===== src/rtl/llsa_pkg.sv =====
// Shared types and constants of the least-loaded slot assigner.
package llsa_pkg;

    localparam int SLOT_W     = 6;
    localparam int SLOTS      = 1 << SLOT_W;
    localparam int LIM_W      = SLOT_W + 1;
    localparam int COUNT_BITS = 16;
    localparam int TOTAL_W    = 16;
    localparam int MASK_W     = 64;
    localparam int CFG_IDX_W  = 2;
    localparam int LIM_VAL_W  = 7;

    localparam logic [LIM_W-1:0] SLOTS_LIM = LIM_W'(SLOTS);

    typedef logic [SLOT_W-1:0]     slot_t;
    typedef logic [COUNT_BITS-1:0] count_t;
    typedef logic [TOTAL_W-1:0]    total_t;

    localparam logic [1:0] KIND_CREATE = 2'd0;
    localparam logic [1:0] KIND_RENAME = 2'd1;
    localparam logic [1:0] KIND_EXIT   = 2'd2;

    localparam logic [2:0] ACT_NONE    = 3'd0;
    localparam logic [2:0] ACT_ASSIGN  = 3'd1;
    localparam logic [2:0] ACT_MOVE    = 3'd2;
    localparam logic [2:0] ACT_KEEP    = 3'd3;
    localparam logic [2:0] ACT_RELEASE = 3'd4;
    localparam logic [2:0] ACT_UNPIN   = 3'd5;

    localparam logic [CFG_IDX_W-1:0] CFG_ONLINE_MASK  = 2'd0;
    localparam logic [CFG_IDX_W-1:0] CFG_SLOTS_IN_USE = 2'd1;

    // count store access, one read and one write port
    typedef struct packed {
        logic   rd_en;
        slot_t  rd_addr;
        logic   wr_en;
        slot_t  wr_addr;
        count_t wr_data;
    } cnt_req_t;

    typedef struct packed {
        logic [2:0] action;
        slot_t      slot;
        total_t     total;
        logic       error;
    } result_t;

    typedef struct packed {
        logic [MASK_W-1:0]    online_mask;
        logic [LIM_VAL_W-1:0] slots_in_use;
    } cfg_t;

endpackage


===== src/rtl/llsa_count_ram.sv =====
// Per-slot task count memory with registered read and reset-cleared valid bits.
module llsa_count_ram (
    input  logic                clk,
    input  logic                rst_n,
    input  llsa_pkg::cnt_req_t  req,
    output llsa_pkg::count_t    rdata
);
    import llsa_pkg::*;

    count_t             mem [SLOTS];
    logic [SLOTS-1:0]   valid_reg;
    count_t             rdata_reg;

    always_ff @(posedge clk or negedge rst_n)
    begin
        if (!rst_n)
        begin
            valid_reg <= '0;
        end
        else if (req.wr_en)
        begin
            valid_reg[req.wr_addr] <= 1'b1;
        end
    end

    always_ff @(posedge clk)
    begin
        if (req.wr_en)
        begin
            mem[req.wr_addr] <= req.wr_data;
        end
        if (req.rd_en)
        begin
            // never-written entries read as zero
            rdata_reg <= valid_reg[req.rd_addr] ? mem[req.rd_addr] : '0;
        end
    end

    assign rdata = rdata_reg;

endmodule


===== src/rtl/llsa_ctrl.sv =====
// Event sequencer: prior-slot lookup, least-loaded scan and count updates.
module llsa_ctrl (
    input  logic                clk,
    input  logic                rst_n,
    input  logic                in_accept,
    output logic                in_ready,
    input  logic [1:0]          in_kind,
    input  logic                in_match,
    input  logic                in_placed,
    input  llsa_pkg::slot_t     in_prior,
    input  llsa_pkg::cfg_t      cfg,
    output llsa_pkg::cnt_req_t  cnt_req,
    input  llsa_pkg::count_t    cnt_rdata,
    output llsa_pkg::result_t   res,
    output logic                res_valid,
    input  logic                res_ready
);
    import llsa_pkg::*;

    typedef enum logic [8:0] {
        S_IDLE      = 9'b000000001,
        S_PRIOR_RD  = 9'b000000010,
        S_PRIOR_CHK = 9'b000000100,
        S_SCAN      = 9'b000001000,
        S_PICK      = 9'b000010000,
        S_DEC       = 9'b000100000,
        S_INC_RD    = 9'b001000000,
        S_INC_WR    = 9'b010000000,
        S_OUT       = 9'b100000000
    } state_t;

    state_t             state_reg, state_next;
    logic               placed_reg, placed_next;
    slot_t              prior_reg, prior_next;
    count_t             prior_cnt_reg, prior_cnt_next;
    logic [LIM_W-1:0]   issue_reg, issue_next;
    logic               pend_reg, pend_next;
    slot_t              pend_idx_reg, pend_idx_next;
    slot_t              best_reg, best_next;
    count_t             best_cnt_reg, best_cnt_next;
    logic               found_reg, found_next;
    logic [2:0]         action_reg, action_next;
    slot_t              slot_reg, slot_next;
    logic               err_reg, err_next;
    total_t             total_reg, total_next;

    logic [LIM_W-1:0]   lim;
    logic               issue_go;
    slot_t              pick;
    logic               is_create, is_rename, is_exit, placed_eff;

    assign lim = (LIM_W'(cfg.slots_in_use) > SLOTS_LIM) ? SLOTS_LIM
                                                         : LIM_W'(cfg.slots_in_use);
    assign issue_go   = (issue_reg < lim);
    assign pick       = found_reg ? best_reg : '0;
    assign is_create  = (in_kind == KIND_CREATE);
    assign is_rename  = (in_kind == KIND_RENAME);
    assign is_exit    = (in_kind == KIND_EXIT);
    assign placed_eff = in_placed && !is_create;

    always_comb
    begin
        state_next     = state_reg;
        placed_next    = placed_reg;
        prior_next     = prior_reg;
        prior_cnt_next = prior_cnt_reg;
        issue_next     = issue_reg;
        pend_next      = pend_reg;
        pend_idx_next  = pend_idx_reg;
        best_next      = best_reg;
        best_cnt_next  = best_cnt_reg;
        found_next     = found_reg;
        action_next    = action_reg;
        slot_next      = slot_reg;
        err_next       = err_reg;
        total_next     = total_reg;
        cnt_req        = '0;
        res_valid      = 1'b0;

        case (state_reg)
            S_IDLE:
            begin
                if (in_accept)
                begin
                    placed_next = placed_eff;
                    prior_next  = in_prior;
                    slot_next   = '0;
                    err_next    = 1'b0;
                    issue_next  = '0;
                    pend_next   = 1'b0;
                    found_next  = 1'b0;
                    if (in_match && (is_create || (is_rename && !placed_eff)))
                    begin
                        action_next = ACT_ASSIGN;
                        state_next  = S_SCAN;
                    end
                    else if (in_match && is_rename)
                    begin
                        action_next = ACT_KEEP;
                        state_next  = S_PRIOR_RD;
                    end
                    else if (is_rename && placed_eff)
                    begin
                        action_next = ACT_UNPIN;
                        state_next  = S_PRIOR_RD;
                    end
                    else if (is_exit && in_match && placed_eff)
                    begin
                        action_next = ACT_RELEASE;
                        state_next  = S_PRIOR_RD;
                    end
                    else
                    begin
                        action_next = ACT_NONE;
                        state_next  = S_OUT;
                    end
                end
            end

            S_PRIOR_RD:
            begin
                cnt_req.rd_en   = 1'b1;
                cnt_req.rd_addr = prior_reg;
                state_next      = S_PRIOR_CHK;
            end

            S_PRIOR_CHK:
            begin
                prior_cnt_next = cnt_rdata;
                slot_next      = prior_reg;
                if (action_reg == ACT_KEEP)
                begin
                    // alone on its slot: stays put without a scan
                    if (cnt_rdata == count_t'(1))
                    begin
                        state_next = S_OUT;
                    end
                    else
                    begin
                        state_next = S_SCAN;
                    end
                end
                else
                begin
                    state_next = S_DEC;
                end
            end

            S_SCAN:
            begin
                // read issued one cycle, compared the next
                if (issue_go)
                begin
                    cnt_req.rd_en   = 1'b1;
                    cnt_req.rd_addr = issue_reg[SLOT_W-1:0];
                    issue_next      = issue_reg + LIM_W'(1);
                end
                pend_next     = issue_go;
                pend_idx_next = issue_reg[SLOT_W-1:0];
                if (pend_reg && cfg.online_mask[pend_idx_reg]
                    && (!found_reg || (cnt_rdata < best_cnt_reg)))
                begin
                    best_next     = pend_idx_reg;
                    best_cnt_next = cnt_rdata;
                    found_next    = 1'b1;
                end
                if (!issue_go && !pend_reg)
                begin
                    state_next = S_PICK;
                end
            end

            S_PICK:
            begin
                slot_next = pick;
                err_next  = err_reg | !found_reg;
                if (!placed_reg)
                begin
                    action_next = ACT_ASSIGN;
                    if (total_reg != '1)
                    begin
                        total_next = total_reg + total_t'(1);
                    end
                    state_next = S_INC_RD;
                end
                else if (pick == prior_reg)
                begin
                    action_next = ACT_KEEP;
                    state_next  = S_OUT;
                end
                else
                begin
                    action_next = ACT_MOVE;
                    state_next  = S_DEC;
                end
            end

            S_DEC:
            begin
                if (prior_cnt_reg != '0)
                begin
                    cnt_req.wr_en   = 1'b1;
                    cnt_req.wr_addr = prior_reg;
                    cnt_req.wr_data = prior_cnt_reg - count_t'(1);
                end
                else
                begin
                    err_next = 1'b1;
                end
                if (action_reg == ACT_MOVE)
                begin
                    state_next = S_INC_RD;
                end
                else
                begin
                    if (total_reg != '0)
                    begin
                        total_next = total_reg - total_t'(1);
                    end
                    else
                    begin
                        err_next = 1'b1;
                    end
                    state_next = S_OUT;
                end
            end

            S_INC_RD:
            begin
                cnt_req.rd_en   = 1'b1;
                cnt_req.rd_addr = slot_reg;
                state_next      = S_INC_WR;
            end

            S_INC_WR:
            begin
                // count saturates silently
                if (cnt_rdata != '1)
                begin
                    cnt_req.wr_en   = 1'b1;
                    cnt_req.wr_addr = slot_reg;
                    cnt_req.wr_data = cnt_rdata + count_t'(1);
                end
                state_next = S_OUT;
            end

            S_OUT:
            begin
                res_valid = 1'b1;
                if (res_ready)
                begin
                    state_next = S_IDLE;
                end
            end

            default:
            begin
                state_next = S_IDLE;
            end
        endcase
    end

    always_ff @(posedge clk or negedge rst_n)
    begin
        if (!rst_n)
        begin
            state_reg <= S_IDLE;
            total_reg <= '0;
            pend_reg  <= 1'b0;
        end
        else
        begin
            state_reg <= state_next;
            total_reg <= total_next;
            pend_reg  <= pend_next;
        end
    end

    always_ff @(posedge clk)
    begin
        placed_reg    <= placed_next;
        prior_reg     <= prior_next;
        prior_cnt_reg <= prior_cnt_next;
        issue_reg     <= issue_next;
        pend_idx_reg  <= pend_idx_next;
        best_reg      <= best_next;
        best_cnt_reg  <= best_cnt_next;
        found_reg     <= found_next;
        action_reg    <= action_next;
        slot_reg      <= slot_next;
        err_reg       <= err_next;
    end

    assign in_ready   = (state_reg == S_IDLE);
    assign res.action = action_reg;
    assign res.slot   = slot_reg;
    assign res.total  = total_reg;
    assign res.error  = err_reg;

endmodule


===== src/rtl/least_loaded_slot_assigner_unit.sv =====
// Top level: config registers, output register, sequencer and count memory.
// Events, with L = min(slots_in_use, 64): one that does nothing goes straight to the output,
// a keep on a slot held alone skips the search, unpin and release read and decrement the
// prior slot's count, and assign, a keep found by the search and a move scan L slots.
// One event at a time: s_tready returns as the result enters the output register. Reset
// clears all counts (valid bits) and the total, and leaves all 64 slots online and scanned.
module least_loaded_slot_assigner_unit (
    input  logic        clk,
    input  logic        rst_n,
    input  logic        s_tvalid,
    output logic        s_tready,
    input  logic [7:0]  s_tdata,   // [0] name_matches, [1] task_placed, [7:2] prior_slot
    input  logic [1:0]  s_tuser,   // [1:0] kind
    output logic        m_tvalid,
    input  logic        m_tready,
    output logic [23:0] m_tdata,   // [5:0] slot, [21:6] placed_total, [22] error, [23] zero
    output logic [2:0]  m_tuser,   // [2:0] action
    input  logic        cfg_valid,
    output logic        cfg_ready,
    input  logic [llsa_pkg::CFG_IDX_W-1:0] cfg_index,
    input  logic [llsa_pkg::MASK_W-1:0]    cfg_data
);
    import llsa_pkg::*;

    cfg_t       cfg_reg;
    cnt_req_t   cnt_req;
    count_t     cnt_rdata;
    result_t    res;
    logic       res_valid;
    logic       res_ready;
    logic       in_ready;
    logic       m_tvalid_reg;
    result_t    out_reg;

    assign cfg_ready = 1'b1;

    always_ff @(posedge clk or negedge rst_n)
    begin
        if (!rst_n)
        begin
            cfg_reg.online_mask  <= '1;
            cfg_reg.slots_in_use <= LIM_VAL_W'(SLOTS);
        end
        else if (cfg_valid)
        begin
            case (cfg_index)
                CFG_ONLINE_MASK:  cfg_reg.online_mask  <= cfg_data;
                CFG_SLOTS_IN_USE: cfg_reg.slots_in_use <= cfg_data[LIM_VAL_W-1:0];
                default:          ;
            endcase
        end
    end

    llsa_ctrl u_ctrl (
        .clk       (clk),
        .rst_n     (rst_n),
        .in_accept (s_tvalid && in_ready),
        .in_ready  (in_ready),
        .in_kind   (s_tuser),
        .in_match  (s_tdata[0]),
        .in_placed (s_tdata[1]),
        .in_prior  (s_tdata[7:2]),
        .cfg       (cfg_reg),
        .cnt_req   (cnt_req),
        .cnt_rdata (cnt_rdata),
        .res       (res),
        .res_valid (res_valid),
        .res_ready (res_ready)
    );

    llsa_count_ram u_ram (
        .clk   (clk),
        .rst_n (rst_n),
        .req   (cnt_req),
        .rdata (cnt_rdata)
    );

    assign res_ready = !m_tvalid_reg || m_tready;

    always_ff @(posedge clk or negedge rst_n)
    begin
        if (!rst_n)
        begin
            m_tvalid_reg <= 1'b0;
        end
        else if (res_valid && res_ready)
        begin
            m_tvalid_reg <= 1'b1;
        end
        else if (m_tready)
        begin
            m_tvalid_reg <= 1'b0;
        end
    end

    always_ff @(posedge clk)
    begin
        if (res_valid && res_ready)
        begin
            out_reg <= res;
        end
    end

    assign s_tready = in_ready;
    assign m_tvalid = m_tvalid_reg;
    assign m_tuser  = out_reg.action;
    assign m_tdata  = {1'b0, out_reg.error, out_reg.total, out_reg.slot};

endmodule


===== config.mk =====
export PLATFORM = sky130hd
export DESIGN_NAME = least_loaded_slot_assigner_unit
export DESIGN_NICKNAME = d
export VERILOG_FILES = /design/src/rtl/llsa_pkg.sv /design/src/rtl/llsa_count_ram.sv /design/src/rtl/llsa_ctrl.sv /design/src/rtl/least_loaded_slot_assigner_unit.sv
export SDC_FILE = /design/constraint.sdc
export NUM_CORES = 2
export LEC_CHECK = 0
export BUFFER_PORTS_ARGS = -buffer_cell sky130_fd_sc_hd__clkbuf_2
export CAP_MARGIN = 20
export CORE_MARGIN = 2
export CORE_UTILIZATION = 45
export DETAILED_ROUTE_END_ITERATION = 12
export GPL_ROUTABILITY_DRIVEN = 0
export HOLD_SLACK_MARGIN = 0.02
export PLACE_DENSITY = 0.62
export SETUP_SLACK_MARGIN = 0.3
export SLEW_MARGIN = 20
export SYNTH_ARGS = -nofsm -noshare
export SYNTH_HDL_FRONTEND = slang
export SYNTH_SLANG_ARGS = --single-unit
export TNS_END_PERCENT = 1

===== constraint.sdc =====
create_clock -name clk -period 6 [get_ports clk]
set_input_delay 0.9 -clock clk [delete_from_list [all_inputs] [get_ports clk]]
set_output_delay 0.9 -clock clk [all_outputs]
set_load 0.01 [all_outputs]

==> flow_summary.json <==
{
  "p_total_mw": 20.7,
  "timing_max_transition_violations_final": 0,
  "power.internal_mw": 15.5,
  "timing.fmax_mhz": 192,
  "ys_seq_area_share_pct": 70.8,
  "fin_crit_ns": 5.20,
  "placementRows": 127,
  "boundaryPins": 111,
  "antenna_found_initial": 4,
  "global_route.usage.total_pct": 25.4,
  "area_growth_pct": 14.9,
  "synth_edf_count": 1135,
  "routed_wire_length_per_instance_um": 26.0,
  "ys_warn_count": 0,
  "setup.reg_to_reg.worst_slack_ns": 0.80,
  "timing_hold_violations_final": 0,
  "coreArea_mm2": 0.119,
  "initial_utilization_pct": 45.2,
  "max-slew-margin-rel_pct": 20.6,
  "tritoncts": "yes",
  "final_nets": 4420,
  "cts_resized": 0,
  "cts_root_buf": "sky130_fd_sc_hd__clkbuf_16",
  "switching_share_pct": 25.0,
  "post_drt_via_cell_ratio": 5.92,
  "grt_max_degree": 97,
  "power.share.sequential_pct": 49.8,
  "cells_after_synth": 4091,
  "leakage_nw": 22.2,
  "io_buffer_count": 108,
  "postCtsSetupRepairBufs": 0,
  "global_route.overflow_total": 0,
  "route.final.wire_length_um": 157000,
  "via_count": 35700,
  "cts_buffers": 139,
  "setup_total_negative_slack_ns": 0,
  "clock_insertion_delay_worst_skew_ns": 0.76,
  "synth.cell_area_mm2": 0.0540,
  "synth_ff_type": "sky130_fd_sc_hd__edfxtp_1",
  "finalSetupViolations": 0,
  "share_of_the_clock_period_used_by_the_worst_path_after_layout_pct": 86.7,
  "syn-num-nets": 4213,
  "hp-class": "in -> async",
  "power.combinational.fraction_pct": 10.0,
  "fp.dieArea_mm2": 0.123,
  "drt-pass1-iter-count": 6,
  "rsz0062_at_grt": "false",
  "powerDensity_mw_per_mm2": 333,
  "detail_route.drc_violations": 0,
  "holdBufCountCts": 0,
  "critical_path.startpoint_type": "flop",
  "drt_first_iter_violations": 4319,
  "die_x_um": 350,
  "pwr-share-clk_pct": 40.2,
  "worst_pin_slew_ns": 1.19,
  "asyncSetResetFlopFracSynth_pct": 12.5,
  "final_ant_viol_nets": 0,
  "path_max_fanout": 20,
  "grt_pass1_vias": 33900,
  "clock-sinks": 1297,
  "largest_register_ff_count": 1024,
  "htreeDepth": 4,
  "setup.worst_path.class": "reg -> reg",
  "cts-root-to-sink-buffers": 3,
  "vdd_drop_max_uv": 276,
  "synth-seq-cells": 1297,
  "ratio_of_cells_with_drive_above_1_in_the_final_layout_pct": 18.6,
  "finClkSkew_ns": 0.0239,
  "critPathCaptureType": "flop",
  "grt_pass1_wl_um": 230000,
  "rr_worst_depth": 15,
  "chipHeight_um": 350,
  "synth.avg_cell_area_um2": 13.2,
  "max-cap-violations": 0,
  "clkSlewWorstSetupHoldPaths_ns": 0.06,
  "dp_hpwl_um": 95700,
  "netSwitchingPower_mw": 5.18,
  "outcome": "completed",
  "worst_ep_required_time_ns": 6.48,
  "synth.distinct_cells": 78,
  "critPathArrivalTime_ns": 5.68
}
-- cells in the mapped netlist (9+ instances only) --
library cell                   n  share of area, %
sky130_fd_sc_hd__a2111oi_0    12              0.19
sky130_fd_sc_hd__a211oi_1     38              0.53
sky130_fd_sc_hd__a21o_1       11              0.15
sky130_fd_sc_hd__a21oi_1     207               1.9
sky130_fd_sc_hd__a221oi_1     24              0.39
sky130_fd_sc_hd__a22o_1       13              0.21
sky130_fd_sc_hd__a22oi_1      12              0.17
sky130_fd_sc_hd__a311oi_1      9              0.15
sky130_fd_sc_hd__a31o_2       37              0.60
sky130_fd_sc_hd__a31oi_1      79              0.91
sky130_fd_sc_hd__a32oi_1      31              0.50
sky130_fd_sc_hd__and3_1       38              0.44
sky130_fd_sc_hd__buf_1        10             0.069
sky130_fd_sc_hd__buf_2        94              0.87
sky130_fd_sc_hd__buf_4        22              0.31
sky130_fd_sc_hd__buf_6         9              0.19
sky130_fd_sc_hd__clkbuf_1    104              0.72
sky130_fd_sc_hd__dfrtp_1      96               4.4
sky130_fd_sc_hd__dfstp_2      66               3.2
sky130_fd_sc_hd__edfxtp_1   1135                63
sky130_fd_sc_hd__ha_1         40              0.93
sky130_fd_sc_hd__inv_1        43              0.30
sky130_fd_sc_hd__mux2_2       78               1.6
sky130_fd_sc_hd__mux2i_1      79               1.5
sky130_fd_sc_hd__mux4_2       21              0.88
sky130_fd_sc_hd__nand2_1     942               6.5
sky130_fd_sc_hd__nand3_1     274               2.5
sky130_fd_sc_hd__nand4_1      39              0.45
sky130_fd_sc_hd__nor2_1      133              0.92
sky130_fd_sc_hd__nor3_1       29              0.27
sky130_fd_sc_hd__nor4_1       19              0.22
sky130_fd_sc_hd__o211a_1      13              0.24
sky130_fd_sc_hd__o211ai_1     12              0.17
sky130_fd_sc_hd__o21ai_0      59              0.55
sky130_fd_sc_hd__o221ai_1     10              0.16
sky130_fd_sc_hd__o22ai_1      25              0.29
sky130_fd_sc_hd__or2_2        59              0.68
sky130_fd_sc_hd__or4_1         9              0.13
sky130_fd_sc_hd__xnor2_1      29              0.47
sky130_fd_sc_hd__xor2_1       16              0.26
-- cells by family after synthesis --
kind of cell	count (synthesis)	synth area share, %
other	2	0.0139
AND/OR/NAND/NOR	1590	12.9
flip-flops	1297	70.8
AO/OA/AOI/OAI	656	8.20
adder cells (fa/ha/maj)	41	0.964
XOR/XNOR	45	0.730
buffers and inverters	282	2.46
multiplexers	178	3.97
-- final cells by class --
type | instances | area (µm²)
diodes | 3 | 7.51
clock buffers | 192 | 3820
clock inverters | 66 | 578
fillers | 10200 | 57400
inverters | 43 | 161
multi-input cells | 2512 | 14800
flip-flops and latches | 1297 | 38200
well taps | 1612 | 2020
repair buffers | 305 | 2420
-- critical path, cell delays in order, from the launching register on --
cell and delay (ns):
sky130_fd_sc_hd__edfxtp_1 0.58, sky130_fd_sc_hd__ha_1 0.39, sky130_fd_sc_hd__o2111ai_1 0.11, sky130_fd_sc_hd__nor2_1 0.16, sky130_fd_sc_hd__o22ai_2 0.33, sky130_fd_sc_hd__buf_4 0.29, sky130_fd_sc_hd__a21oi_4 0.80, sky130_fd_sc_hd__buf_4 0.41
sky130_fd_sc_hd__buf_4 0.31, sky130_fd_sc_hd__nand2_1 0.08, sky130_fd_sc_hd__a32oi_1 0.20, sky130_fd_sc_hd__nand2_1 0.13, sky130_fd_sc_hd__a2111oi_2 0.35, sky130_fd_sc_hd__a21oi_2 0.10, sky130_fd_sc_hd__buf_4 0.23, sky130_fd_sc_hd__a2111oi_0 0.40
-- power by group through the flow --
stage | clock network [mW] | logic, mW | registers (mW)
global route | 8.78 | 2.23 | 10.3
finish | 8.33 | 2.07 | 10.3
floorplan | 0 | 1.31 | 10.3
CTS | 8.41 | 2.05 | 10.3
detailed placement | 0 | 2.04 | 10.5
global placement | 0 | 2.01 | 10.5
-- path summary, 6_finish.rpt --
kind | startpoint | endpoint
max in group asynchronous | rst_n | u_ctrl.state_reg[3]
min reg2reg | u_ram.valid_reg[37] | u_ram.valid_reg[37]
min | rst_n | cfg_reg[2]
max reg2reg | u_ctrl.issue_reg[3] | u_ram.rdata[6]
min in group clk | s_tdata[7] | u_ctrl.prior_reg[5]
max | u_ctrl.issue_reg[3] | u_ram.rdata[6]
-- layer usage --
| layer | up-vias | GRT usage [%] | wire, µm |
|---|---|---|---|
| li1 | 15700 | - | - |
| met5 | - | 0 | 13 |
| met2 | 1694 | 40.4 | 73800 |
| met4 | 2 | 8.38 | 4930 |
| met1 | 18000 | 35.1 | 63800 |
| met3 | 291 | 5.12 | 14200 |
-- cells in the final DEF, fill, tap and decap left out, types with 43 or more instances in the layout --
master                         n
sky130_fd_sc_hd__o21ai_0      58
sky130_fd_sc_hd__inv_1        43
sky130_fd_sc_hd__nand3_1     274
sky130_fd_sc_hd__edfxtp_1   1135
sky130_fd_sc_hd__buf_4       168
sky130_fd_sc_hd__nand2_1     942
sky130_fd_sc_hd__clkbuf_16   144
sky130_fd_sc_hd__mux2i_1      79
sky130_fd_sc_hd__nor2_1      113
sky130_fd_sc_hd__clkbuf_1     44
sky130_fd_sc_hd__a21oi_1     206
sky130_fd_sc_hd__dfrtp_1      96
sky130_fd_sc_hd__or2_2        59
sky130_fd_sc_hd__clkbuf_2    107
sky130_fd_sc_hd__dfstp_2      66
sky130_fd_sc_hd__a31oi_1      75
sky130_fd_sc_hd__mux2_2       78
-- stage by stage --
step / setup WS, ns / hold WS [ns] / util [%] / instances / area (µm²)
floorplan: 1.11 / 0.424 / - / 4091 / 54000
global placement: 0.950 / 0.437 / 48.1 / 5762 / 57500
detailed placement: 0.878 / 0.445 / 48.2 / 5768 / 57600
CTS: 0.872 / 0.199 / 51.9 / 6026 / 62000
global route: 0.475 / 0.226 / 51.9 / 6028 / 62100
finish: 0.798 / 0.219 / 51.9 / 6030 / 62100
No activity file was read; power rests on OpenSTA's default activity.
